==> src/hdl/dpd_pkg.sv <==
// Shared types, constants and a helper function of the debug packet deframer.
`default_nettype none

package dpd_pkg;

    localparam int unsigned BYTE_W = 8;
    localparam int unsigned KIND_W = 3;
    localparam int unsigned LEN_W  = 10;
    localparam int unsigned OFF_W  = 2;
    localparam int unsigned MAX_RESULTS = 4;
    localparam int unsigned NUM_W  = 3;

    localparam logic [BYTE_W-1:0] CH_START = 8'h24;
    localparam logic [BYTE_W-1:0] CH_HASH  = 8'h23;
    localparam logic [BYTE_W-1:0] CH_INTR  = 8'h03;
    localparam logic [BYTE_W-1:0] CH_ACK   = 8'h2B;
    localparam logic [BYTE_W-1:0] CH_NAK   = 8'h2D;
    localparam logic [BYTE_W-1:0] CH_COLON = 8'h3A;

    localparam logic [LEN_W-1:0] LEN_MAX   = 10'd1023;
    localparam logic [OFF_W-1:0] OFF_SEQID = 2'd3;

    typedef enum logic [KIND_W-1:0] {
        KIND_PAYLOAD  = 3'd0,
        KIND_HOST     = 3'd1,
        KIND_ACCEPTED = 3'd2,
        KIND_BADSUM   = 3'd3,
        KIND_OVERFLOW = 3'd4,
        KIND_RESTART  = 3'd5,
        KIND_INTR     = 3'd6
    } t_kind;

    typedef struct packed {
        t_kind             kind;
        logic [BYTE_W-1:0] data_byte;
        logic [LEN_W-1:0]  payload_length;
        logic [OFF_W-1:0]  payload_offset;
    } t_result;

    // All results caused by one received byte; entry 0 goes out first.
    typedef struct packed {
        logic [NUM_W-1:0]                num;
        t_result [MAX_RESULTS-1:0]       res;
    } t_bundle;

    localparam t_result RESULT_NONE = '{kind: KIND_PAYLOAD, data_byte: '0,
                                        payload_length: '0, payload_offset: '0};

    // Returns {valid, value}; upper and lower case hex digits are accepted.
    function automatic logic [4:0] hex_decode(input logic [BYTE_W-1:0] c);
        logic [4:0] r;
        r = 5'd0;
        if (c >= 8'h30 && c <= 8'h39) begin
            r = {1'b1, 4'(c - 8'h30)};
        end else if (c >= 8'h61 && c <= 8'h66) begin
            r = {1'b1, 4'(c - 8'h57)};
        end else if (c >= 8'h41 && c <= 8'h46) begin
            r = {1'b1, 4'(c - 8'h37)};
        end
        return r;
    endfunction

endpackage

`default_nettype wire

==> src/hdl/dpd_ifs.sv <==
// Valid/ready channel interfaces for received bytes and deframer results.
`default_nettype none

interface dpd_byte_if;
    import dpd_pkg::*;
    logic              valid;
    logic              ready;
    logic [BYTE_W-1:0] rx_byte;

    modport source (output valid, output rx_byte, input ready);
    modport sink   (input valid, input rx_byte, output ready);
endinterface

interface dpd_result_if;
    import dpd_pkg::*;
    logic              valid;
    logic              ready;
    logic [KIND_W-1:0] kind;
    logic [BYTE_W-1:0] data_byte;
    logic [LEN_W-1:0]  payload_length;
    logic [OFF_W-1:0]  payload_offset;
    logic              last;

    modport source (output valid, output kind, output data_byte, output payload_length,
                    output payload_offset, output last, input ready);
    modport sink   (input valid, input kind, input data_byte, input payload_length,
                    input payload_offset, input last, output ready);
endinterface

`default_nettype wire

==> src/hdl/dpd_parser.sv <==
// Packet framing state and per-byte result decoding.
`default_nettype none

module dpd_parser #(
    parameter int unsigned BUFFER_BYTES = 1024
) (
    input  wire logic                      i_clk,
    input  wire logic                      i_rst_n,
    input  wire logic                      i_advance,
    input  wire logic [dpd_pkg::BYTE_W-1:0] i_byte,
    output dpd_pkg::t_bundle               o_bundle
);
    import dpd_pkg::*;

    localparam int unsigned CNT_W = $clog2(BUFFER_BYTES);
    localparam logic [CNT_W-1:0] FULL_AT = CNT_W'(BUFFER_BYTES - 2);

    typedef enum logic [1:0] {
        PH_HUNT    = 2'd0,
        PH_PAYLOAD = 2'd1,
        PH_CK_HI   = 2'd2,
        PH_CK_LO   = 2'd3
    } t_phase;

    t_phase            r_phase, n_phase;
    logic [BYTE_W-1:0] r_sum, n_sum;
    logic [3:0]        r_hi, n_hi;
    logic [CNT_W-1:0]  r_count, n_count;
    logic [BYTE_W-1:0] r_b0, n_b0;
    logic [BYTE_W-1:0] r_b1, n_b1;
    logic              r_colon, n_colon;
    logic              r_bad, n_bad;

    logic [4:0]        hex;
    logic [31:0]       count32;
    logic [LEN_W-1:0]  len_sat;
    logic [BYTE_W-1:0] expect_sum;

    assign hex        = hex_decode(i_byte);
    assign count32    = 32'(r_count);
    assign len_sat    = (count32 > 32'd1023) ? LEN_MAX : count32[LEN_W-1:0];
    assign expect_sum = {r_hi, hex[3:0]};

    always_comb begin
        n_phase  = r_phase;
        n_sum    = r_sum;
        n_hi     = r_hi;
        n_count  = r_count;
        n_b0     = r_b0;
        n_b1     = r_b1;
        n_colon  = r_colon;
        n_bad    = r_bad;
        o_bundle.num = '0;
        for (int i = 0; i < MAX_RESULTS; i++) begin
            o_bundle.res[i] = RESULT_NONE;
        end

        unique case (r_phase)
            PH_HUNT: begin
                if (i_byte == CH_START) begin
                    n_sum = '0; n_hi = '0; n_count = '0; n_b0 = '0; n_b1 = '0;
                    n_colon = 1'b0; n_bad = 1'b0;
                    n_phase = PH_PAYLOAD;
                end else if (i_byte == CH_INTR) begin
                    o_bundle.res[0].kind = KIND_INTR;
                    o_bundle.num = 3'd1;
                end
            end
            PH_PAYLOAD: begin
                if (i_byte == CH_START) begin
                    n_sum = '0; n_hi = '0; n_count = '0; n_b0 = '0; n_b1 = '0;
                    n_colon = 1'b0; n_bad = 1'b0;
                    o_bundle.res[0].kind = KIND_RESTART;
                    o_bundle.num = 3'd1;
                end else if (i_byte == CH_HASH) begin
                    n_phase = PH_CK_HI;
                end else begin
                    if (count32 == 32'd0) begin
                        n_b0 = i_byte;
                    end
                    if (count32 == 32'd1) begin
                        n_b1 = i_byte;
                    end
                    if (count32 == 32'd2) begin
                        n_colon = (i_byte == CH_COLON);
                    end
                    n_sum   = r_sum + i_byte;
                    n_count = r_count + 1'b1;
                    o_bundle.res[0].kind      = KIND_PAYLOAD;
                    o_bundle.res[0].data_byte = i_byte;
                    o_bundle.num = 3'd1;
                    // The buffer keeps one slot spare, so the packet is dropped
                    // once it would hold all but one byte.
                    if (r_count >= FULL_AT) begin
                        o_bundle.res[1].kind = KIND_OVERFLOW;
                        o_bundle.num = 3'd2;
                        n_phase = PH_HUNT;
                    end
                end
            end
            PH_CK_HI: begin
                n_hi    = hex[3:0];
                n_bad   = r_bad | ~hex[4];
                n_phase = PH_CK_LO;
            end
            PH_CK_LO: begin
                n_bad = r_bad | ~hex[4];
                if (n_bad || expect_sum != r_sum) begin
                    o_bundle.res[0].kind      = KIND_HOST;
                    o_bundle.res[0].data_byte = CH_NAK;
                    o_bundle.res[1].kind      = KIND_BADSUM;
                    o_bundle.num = 3'd2;
                end else begin
                    o_bundle.res[0].kind      = KIND_HOST;
                    o_bundle.res[0].data_byte = CH_ACK;
                    if (count32 >= 32'd3 && r_colon) begin
                        o_bundle.res[1].kind           = KIND_HOST;
                        o_bundle.res[1].data_byte      = r_b0;
                        o_bundle.res[2].kind           = KIND_HOST;
                        o_bundle.res[2].data_byte      = r_b1;
                        o_bundle.res[3].kind           = KIND_ACCEPTED;
                        o_bundle.res[3].payload_length = len_sat;
                        o_bundle.res[3].payload_offset = OFF_SEQID;
                        o_bundle.num = 3'd4;
                    end else begin
                        o_bundle.res[1].kind           = KIND_ACCEPTED;
                        o_bundle.res[1].payload_length = len_sat;
                        o_bundle.num = 3'd2;
                    end
                end
                n_phase = PH_HUNT;
            end
            default: begin
                n_phase = PH_HUNT;
            end
        endcase
    end

    always_ff @(posedge i_clk) begin
        if (!i_rst_n) begin
            r_phase <= PH_HUNT;
            r_sum   <= '0;
            r_hi    <= '0;
            r_count <= '0;
            r_b0    <= '0;
            r_b1    <= '0;
            r_colon <= 1'b0;
            r_bad   <= 1'b0;
        end else if (i_advance) begin
            r_phase <= n_phase;
            r_sum   <= n_sum;
            r_hi    <= n_hi;
            r_count <= n_count;
            r_b0    <= n_b0;
            r_b1    <= n_b1;
            r_colon <= n_colon;
            r_bad   <= n_bad;
        end
    end

endmodule

`default_nettype wire

==> src/hdl/dpd_emitter.sv <==
// Result register that sends the results of one byte out one transaction at a time.
`default_nettype none

module dpd_emitter (
    input  wire logic             i_clk,
    input  wire logic             i_rst_n,
    input  wire logic             i_load,
    input  wire dpd_pkg::t_bundle i_bundle,
    output logic                  o_free,
    dpd_result_if.source          o_res
);
    import dpd_pkg::*;

    logic             r_valid;
    t_bundle          r_bnd;
    logic [1:0]       r_idx;
    logic [1:0]       r_last_idx;
    logic             at_last;
    t_result          cur;

    assign at_last = (r_idx == r_last_idx);
    assign o_free  = !r_valid || (o_res.ready && at_last);
    assign cur     = r_bnd.res[r_idx];

    always_ff @(posedge i_clk) begin
        if (!i_rst_n) begin
            r_valid <= 1'b0;
            r_idx   <= '0;
        end else if (o_free) begin
            r_valid <= i_load && (i_bundle.num != '0);
            r_idx   <= '0;
        end else if (o_res.ready) begin
            r_idx <= r_idx + 1'b1;
        end
    end

    always_ff @(posedge i_clk) begin
        if (o_free && i_load) begin
            r_bnd      <= i_bundle;
            r_last_idx <= 2'(i_bundle.num - 1'b1);
        end
    end

    assign o_res.valid          = r_valid;
    assign o_res.kind           = cur.kind;
    assign o_res.data_byte      = cur.data_byte;
    assign o_res.payload_length = cur.payload_length;
    assign o_res.payload_offset = cur.payload_offset;
    assign o_res.last           = at_last;

    a_data_zero: assert property (@(posedge i_clk) disable iff (!i_rst_n)
        (o_res.valid && o_res.kind != KIND_PAYLOAD && o_res.kind != KIND_HOST)
        |-> (o_res.data_byte == '0))
        else $error("data byte set on a result that carries no byte");

    a_more_follows: assert property (@(posedge i_clk) disable iff (!i_rst_n)
        (o_res.valid && !o_res.last) |=> o_res.valid)
        else $error("result sequence of one byte ended early");

    a_verdict_last: assert property (@(posedge i_clk) disable iff (!i_rst_n)
        (o_res.valid && (o_res.kind == KIND_ACCEPTED || o_res.kind == KIND_BADSUM))
        |-> o_res.last)
        else $error("packet verdict was not the final result of its byte");

    a_len_only_accepted: assert property (@(posedge i_clk) disable iff (!i_rst_n)
        (o_res.valid && o_res.kind != KIND_ACCEPTED)
        |-> (o_res.payload_length == '0 && o_res.payload_offset == '0))
        else $error("length or offset set outside an accepted verdict");

endmodule

`default_nettype wire

==> src/hdl/debug_packet_deframer.sv <==
// Top level of the debug packet deframer: input register, parser and result emitter.
//
// The block receives host serial bytes on i_rx, one byte per transaction, and
// recovers packets of the form '$' payload '#' followed by two hex checksum digits.
// Each byte causes zero to four results on o_res, one result per transaction, with
// last set on the final result of that byte. Payload bytes go out provisionally as
// they arrive; after the checksum the block gives the acknowledge byte for the host,
// an echoed sequence id when present, and the verdict with the payload length.
// A byte outside a packet is ignored unless it is the interrupt byte.
// A byte is held in the input register and decoded by the parser, and its first
// result is registered in the emitter's output register once the emitter is free.
// The block takes one byte per cycle while each byte yields at most one result and
// the receiver does not stall; a byte with several results occupies the output
// register until all of them are sent, since the output channel moves a single
// result per transaction.
// Reset returns the parser to hunting for a start byte and empties both registers.
// When the receiver stalls, the current result holds, the next byte waits in the
// input register, and i_rx.ready drops once that register is full.
`default_nettype none

module debug_packet_deframer #(
    parameter int unsigned BUFFER_BYTES = 1024
) (
    input  wire logic     i_clk,
    input  wire logic     i_rst_n,
    dpd_byte_if.sink      i_rx,
    dpd_result_if.source  o_res
);
    import dpd_pkg::*;

    // Input register: one received byte waiting for the parser.
    logic              r_in_valid;
    logic [BYTE_W-1:0] r_in_byte;
    logic              em_free;
    logic              advance;
    t_bundle           bundle;

    // The parser consumes the held byte in the same cycle the emitter can take
    // its results, so the input register frees up at once.
    assign advance    = r_in_valid && em_free;
    assign i_rx.ready = !r_in_valid || advance;

    always_ff @(posedge i_clk) begin
        if (!i_rst_n) begin
            r_in_valid <= 1'b0;
        end else if (i_rx.ready) begin
            r_in_valid <= i_rx.valid;
        end
    end

    always_ff @(posedge i_clk) begin
        if (i_rx.ready && i_rx.valid) begin
            r_in_byte <= i_rx.rx_byte;
        end
    end

    dpd_parser #(
        .BUFFER_BYTES(BUFFER_BYTES)
    ) u_parser (
        .i_clk     (i_clk),
        .i_rst_n   (i_rst_n),
        .i_advance (advance),
        .i_byte    (r_in_byte),
        .o_bundle  (bundle)
    );

    dpd_emitter u_emitter (
        .i_clk    (i_clk),
        .i_rst_n  (i_rst_n),
        .i_load   (advance),
        .i_bundle (bundle),
        .o_free   (em_free),
        .o_res    (o_res)
    );

endmodule

`default_nettype wire

==> src/flat_wrapper.sv <==
// flat-port wrapper written by rule: the top's interface ports become plain ports
module debug_packet_deframer_flat import dpd_pkg::*;
#(
    parameter int unsigned BUFFER_BYTES = 1024
)
  (i_clk, i_rst_n, i_rx_valid, i_rx_rx_byte, i_rx_ready, o_res_valid, o_res_kind, o_res_data_byte, o_res_payload_length, o_res_payload_offset, o_res_last, o_res_ready);
  dpd_byte_if i_rx_i ();
  dpd_result_if o_res_i ();
  input  wire logic i_clk;
  input  wire logic i_rst_n;
  input wire logic [$bits(i_rx_i.valid)-1:0] i_rx_valid;
  input wire logic [$bits(i_rx_i.rx_byte)-1:0] i_rx_rx_byte;
  output wire logic [$bits(i_rx_i.ready)-1:0] i_rx_ready;
  output wire logic [$bits(o_res_i.valid)-1:0] o_res_valid;
  output wire logic [$bits(o_res_i.kind)-1:0] o_res_kind;
  output wire logic [$bits(o_res_i.data_byte)-1:0] o_res_data_byte;
  output wire logic [$bits(o_res_i.payload_length)-1:0] o_res_payload_length;
  output wire logic [$bits(o_res_i.payload_offset)-1:0] o_res_payload_offset;
  output wire logic [$bits(o_res_i.last)-1:0] o_res_last;
  input wire logic [$bits(o_res_i.ready)-1:0] o_res_ready;
  assign i_rx_i.valid = i_rx_valid;
  assign i_rx_i.rx_byte = i_rx_rx_byte;
  assign i_rx_ready = i_rx_i.ready;
  assign o_res_valid = o_res_i.valid;
  assign o_res_kind = o_res_i.kind;
  assign o_res_data_byte = o_res_i.data_byte;
  assign o_res_payload_length = o_res_i.payload_length;
  assign o_res_payload_offset = o_res_i.payload_offset;
  assign o_res_last = o_res_i.last;
  assign o_res_i.ready = o_res_ready;
  debug_packet_deframer #(.BUFFER_BYTES(BUFFER_BYTES)) u_core (.i_clk(i_clk), .i_rst_n(i_rst_n), .i_rx(i_rx_i), .o_res(o_res_i));
endmodule
==> config.mk <==
export PLATFORM = sky130hd
export DESIGN_NAME = debug_packet_deframer_flat
export DESIGN_NICKNAME = d
export VERILOG_FILES = /design/src/hdl/dpd_pkg.sv /design/src/hdl/dpd_ifs.sv /design/src/hdl/dpd_parser.sv /design/src/hdl/dpd_emitter.sv /design/src/hdl/debug_packet_deframer.sv /design/src/flat_wrapper.sv
export SDC_FILE = /design/constraint.sdc
export NUM_CORES = 1
export LEC_CHECK = 0
export BUFFER_PORTS_ARGS = -buffer_cell sky130_fd_sc_hd__buf_2
export CELL_PAD_IN_SITES_DETAIL_PLACEMENT = 0
export CELL_PAD_IN_SITES_GLOBAL_PLACEMENT = 2
export CORE_AREA = 4 4 158 160
export DETAILED_ROUTE_END_ITERATION = 7
export DIE_AREA = 0 0 162 164
export PLACE_DENSITY = 0.63
export SYNTH_ARGS = -nofsm -noshare
export SYNTH_HDL_FRONTEND = slang
export SYNTH_SLANG_ARGS = --single-unit
==> constraint.sdc <==
create_clock -name i_clk -period 3 [get_ports i_clk]
set_input_delay 0.6 -clock i_clk [delete_from_list [all_inputs] [get_ports i_clk]]
set_output_delay 0.6 -clock i_clk [all_outputs]
set_load 0.01 [all_outputs]
==> results.sh <==
export IMPL_status="finished, final reports clean"
export IMPL_finalMaxSlewViolations=0
export IMPL_synth_area_leader_cell="edfxtp_1"
export IMPL_worstSkewPairLatency_ps=350
export IMPL_synth_edf_count=61
export IMPL_syn_to_final_growth_pct=22.2
export IMPL_gr_usage_met3=0.0233
export IMPL_use_met2=0.150
export IMPL_dieArea_sq_um=26600
export IMPL_use_met1=0.139
export IMPL_num_vias=3757
export IMPL_worstPathRequired_ps=3240
export IMPL_fin_nets=594
export IMPL_yosysMostFrequentCell="edfxtp_1"
export IMPL_yosys_warnings=0
export IMPL_synth_adder_area_share=0.0413
export IMPL_synth_cells=503
export IMPL_muxShareOfSynthArea=0.0732
export IMPL_cts_buffers=9
export IMPL_netlist_area_leader_share=0.343
export IMPL_share_comb_of_total_power=0.064
export IMPL_grt_pass1_vias=3753
export IMPL_vias_per_cell=4.23
export IMPL_grt_busiest_layer="met2"
export IMPL_finalCriticalPeriod_ps=2850
export IMPL_slew_headroom=0.581
export IMPL_antenna_found_initial=0
export IMPL_track_usage=0.0990
export IMPL_num_rows=56
export IMPL_final_antenna_net_count=0
export IMPL_synth_area_top_cells="edfxtp_1, dfxtp_1, mux2i_1, and2_1, ha_1"
export IMPL_power_switching_mw=0.680
export IMPL_syn_area_sq_um=5340
export IMPL_path_class="reg2reg"
export IMPL_core_area_sq_um=23400
export IMPL_port_buffers=37
export IMPL_power_clock_fraction=0.423
export IMPL_gp_congestion=0.783
export IMPL_diodes=0
export IMPL_dp_hpwl_um=9360
export IMPL_cts_root_buf="clkbuf_16"
export IMPL_p_per_area_nw_per_um2=470
export IMPL_ys_types=57
export IMPL_clk_pin_slew_worst_paths_ps=70
export IMPL_min_path_type="in2reg"
export IMPL_rsz0062_at_grt="no"
export IMPL_netSwitchingFraction=0.222
export IMPL_synth_commonest_cells="edfxtp_1, nor2_1, nand2_1, dfxtp_1, and2_1"
export IMPL_p_int_mw=2.39
export IMPL_grt_pass1_wl_um=20700
export IMPL_crit_path_end_kind="flip-flop"
export IMPL_ys_seq_area_frac=0.516
export IMPL_synth_xor_area_share=0.0410
export IMPL_die_w_um=162
export IMPL_fp_dieH_um=164
export IMPL_fmax_mhz=351
export IMPL_cts_tree="yes"
export IMPL_synth_top_flop_cell="edfxtp_1"
export IMPL_maxCapViolCount=0
export IMPL_setup_worst_path_start_class="flip-flop"
export IMPL_tightest_slew_ps=628
export IMPL_fin_crit_sh=0.950
export IMPL_pwr_share_seq=0.513
export IMPL_layout_drive_gt1_share=0.188
export IMPL_drc_errors=0
export IMPL_synth_compound_area_frac=0.0858
export IMPL_initial_utilization=0.228
export IMPL_yosys_area_share_simple=0.220
export IMPL_synth_top_family_by_area="simple AND/OR/NAND/NOR gates"
export IMPL_clock_skew_ps=11.8
export IMPL_drtIter0Drc=137
export IMPL_grt_overflow_total=0
export IMPL_first_pass_iters=4
export IMPL_cp_max_fo=4
export IMPL_cts_buffer_depth=2
export IMPL_fin_area_sq_um=6520
export IMPL_p_leak_nw=2.55
export IMPL_placed_area_sq_um=6080
export IMPL_async_flop_share=0
export IMPL_clock_sinks=107
export IMPL_setup_viol=0
export IMPL_fin_setup_tns_ps=0
export IMPL_synth_nets=532
export IMPL_finalHoldViolCount=0
export IMPL_ir_drop_uv=196
export IMPL_synth_seq_cells=107
export IMPL_grt_max_degree=35
export IMPL_avgRoutedWirePerCell_um=14.3
export IMPL_boundaryPins=38
export IMPL_h_tree_depth=3
export IMPL_syn_avg_cell_area_sq_um=10.6
export IMPL_routed_wl_um=12700
export IMPL_arrival_ps=3090
==> cells in the final DEF, fill, tap and decap left out, drive strengths merged, types with 10 or more instances in the layout <==
master | Yosys | routed
a21oi | 22 | 22
ha | 16 | 16
buf | 5 | 71
o21ai | 17 | 17
inv | 9 | 11
xor2 | 14 | 14
nor2b | 19 | 19
mux2i | 39 | 39
and2 | 44 | 44
edfxtp | 61 | 61
nand3 | 11 | 11
nand2 | 47 | 47
clkbuf | 15 | 10
nor2 | 51 | 51
dfxtp | 46 | 46
xnor2 | 11 | 11
==> area by class of cell <==
type | count | area, sq um
Timing Repair Buffer | 71 | 467
Clock buffer | 10 | 229
Inverter | 10 | 41.3
Sequential cell | 107 | 2750
Tap cell | 319 | 399
Fill cell | 2460 | 16900
Multi-Input combinational cell | 366 | 2530
Clock inverter | 6 | 95.1
==> timing repair <==
action | 4_1_cts | 5_1_grt
endpoints found under the setup margin | 0 | 25
hold buffers | 0 | 0
setup buffers | 0 | 4
endpoints found under the hold margin | 0 | 0
gates resized for setup | 0 | 16
==> worst max-delay path, cell delays in order, from the launching register on <==
cell and delay (ps):
edfxtp_1 440, buf_4 180, ha_4 170, o21bai_4 150, a21oi_4 90, xnor2_1 140, or4b_1 520, and3_4 230
o311a_1 310, nor2_1 130, ha_1 150, nand2b_1 50, o221a_1 190
==> sequential cells by signal, indices dropped and copies added (netlist names), 2 cells and up, named ones only <==
name / flops
u_core.u_parser.r_b0: 8
u_core.u_parser.r_b1: 8
u_core.u_emitter.r_idx: 2
u_core.u_parser.r_hi: 4
u_core.r_in_byte: 8
u_core.u_emitter.r_bnd: 51
u_core.u_parser.r_sum: 8
u_core.u_emitter.r_last_idx: 2
u_core.u_parser.r_count: 10
==> through the flow <==
stage / instances / worst slack, ps / total power [mW] / hold slack (ps) / util
floorplan: 503 / 60.7 / 1.71 / 456 / -
global placement: 868 / 112 / 1.78 / 467 / 0.260
detailed placement: 868 / 53.8 / 1.79 / 478 / 0.260
CTS: 884 / 46.2 / 3.09 / 410 / 0.274
global route: 889 / 16.9 / 3.19 / 409 / 0.278
finish: 889 / 149 / 3.07 / 427 / 0.278
==> worst paths after layout <==
kind | start | end | slack, ps | depth (start not counted)
setup / recovery | u_core.r_in_byte[0] | u_core.u_emitter.o_res.valid | 150 | 12
hold / removal | i_rx_rx_byte[7] | u_core.r_in_byte[7] | 430 | 1
setup reg to reg | u_core.r_in_byte[0] | u_core.u_emitter.o_res.valid | 150 | 12
hold reg to reg | u_core.u_parser.r_b0[4] | u_core.u_parser.r_b0[4] | 490 | 2
==> cells by family (layout without fill, tap and decap cells) <==
family / after synthesis / count (layout)
adder cells (fa/ha/maj): 17 / 17
AND/OR/NAND/NOR: 215 / 215
XOR/XNOR: 25 / 25
AO/OA/AOI/OAI: 70 / 70
flip-flops: 107 / 107
multiplexers: 39 / 39
buffers and inverters: 30 / 97
==> power by group through the flow <==
stage,clock (mW),sequential (mW),combinational [mW]
global placement,0,1.60,0.178
global route,1.40,1.57,0.217
floorplan,0,1.61,0.0975
detailed placement,0,1.61,0.181
CTS,1.34,1.57,0.181
finish,1.30,1.57,0.198
==> layer usage <==
metal	up-vias	share of wire
li1	1900	-
met1	1783	0.50
met2	58	0.44
met3	16	0.041
met4	0	0.020
met5	-	0
No activity file was read; power rests on OpenSTA's default activity.
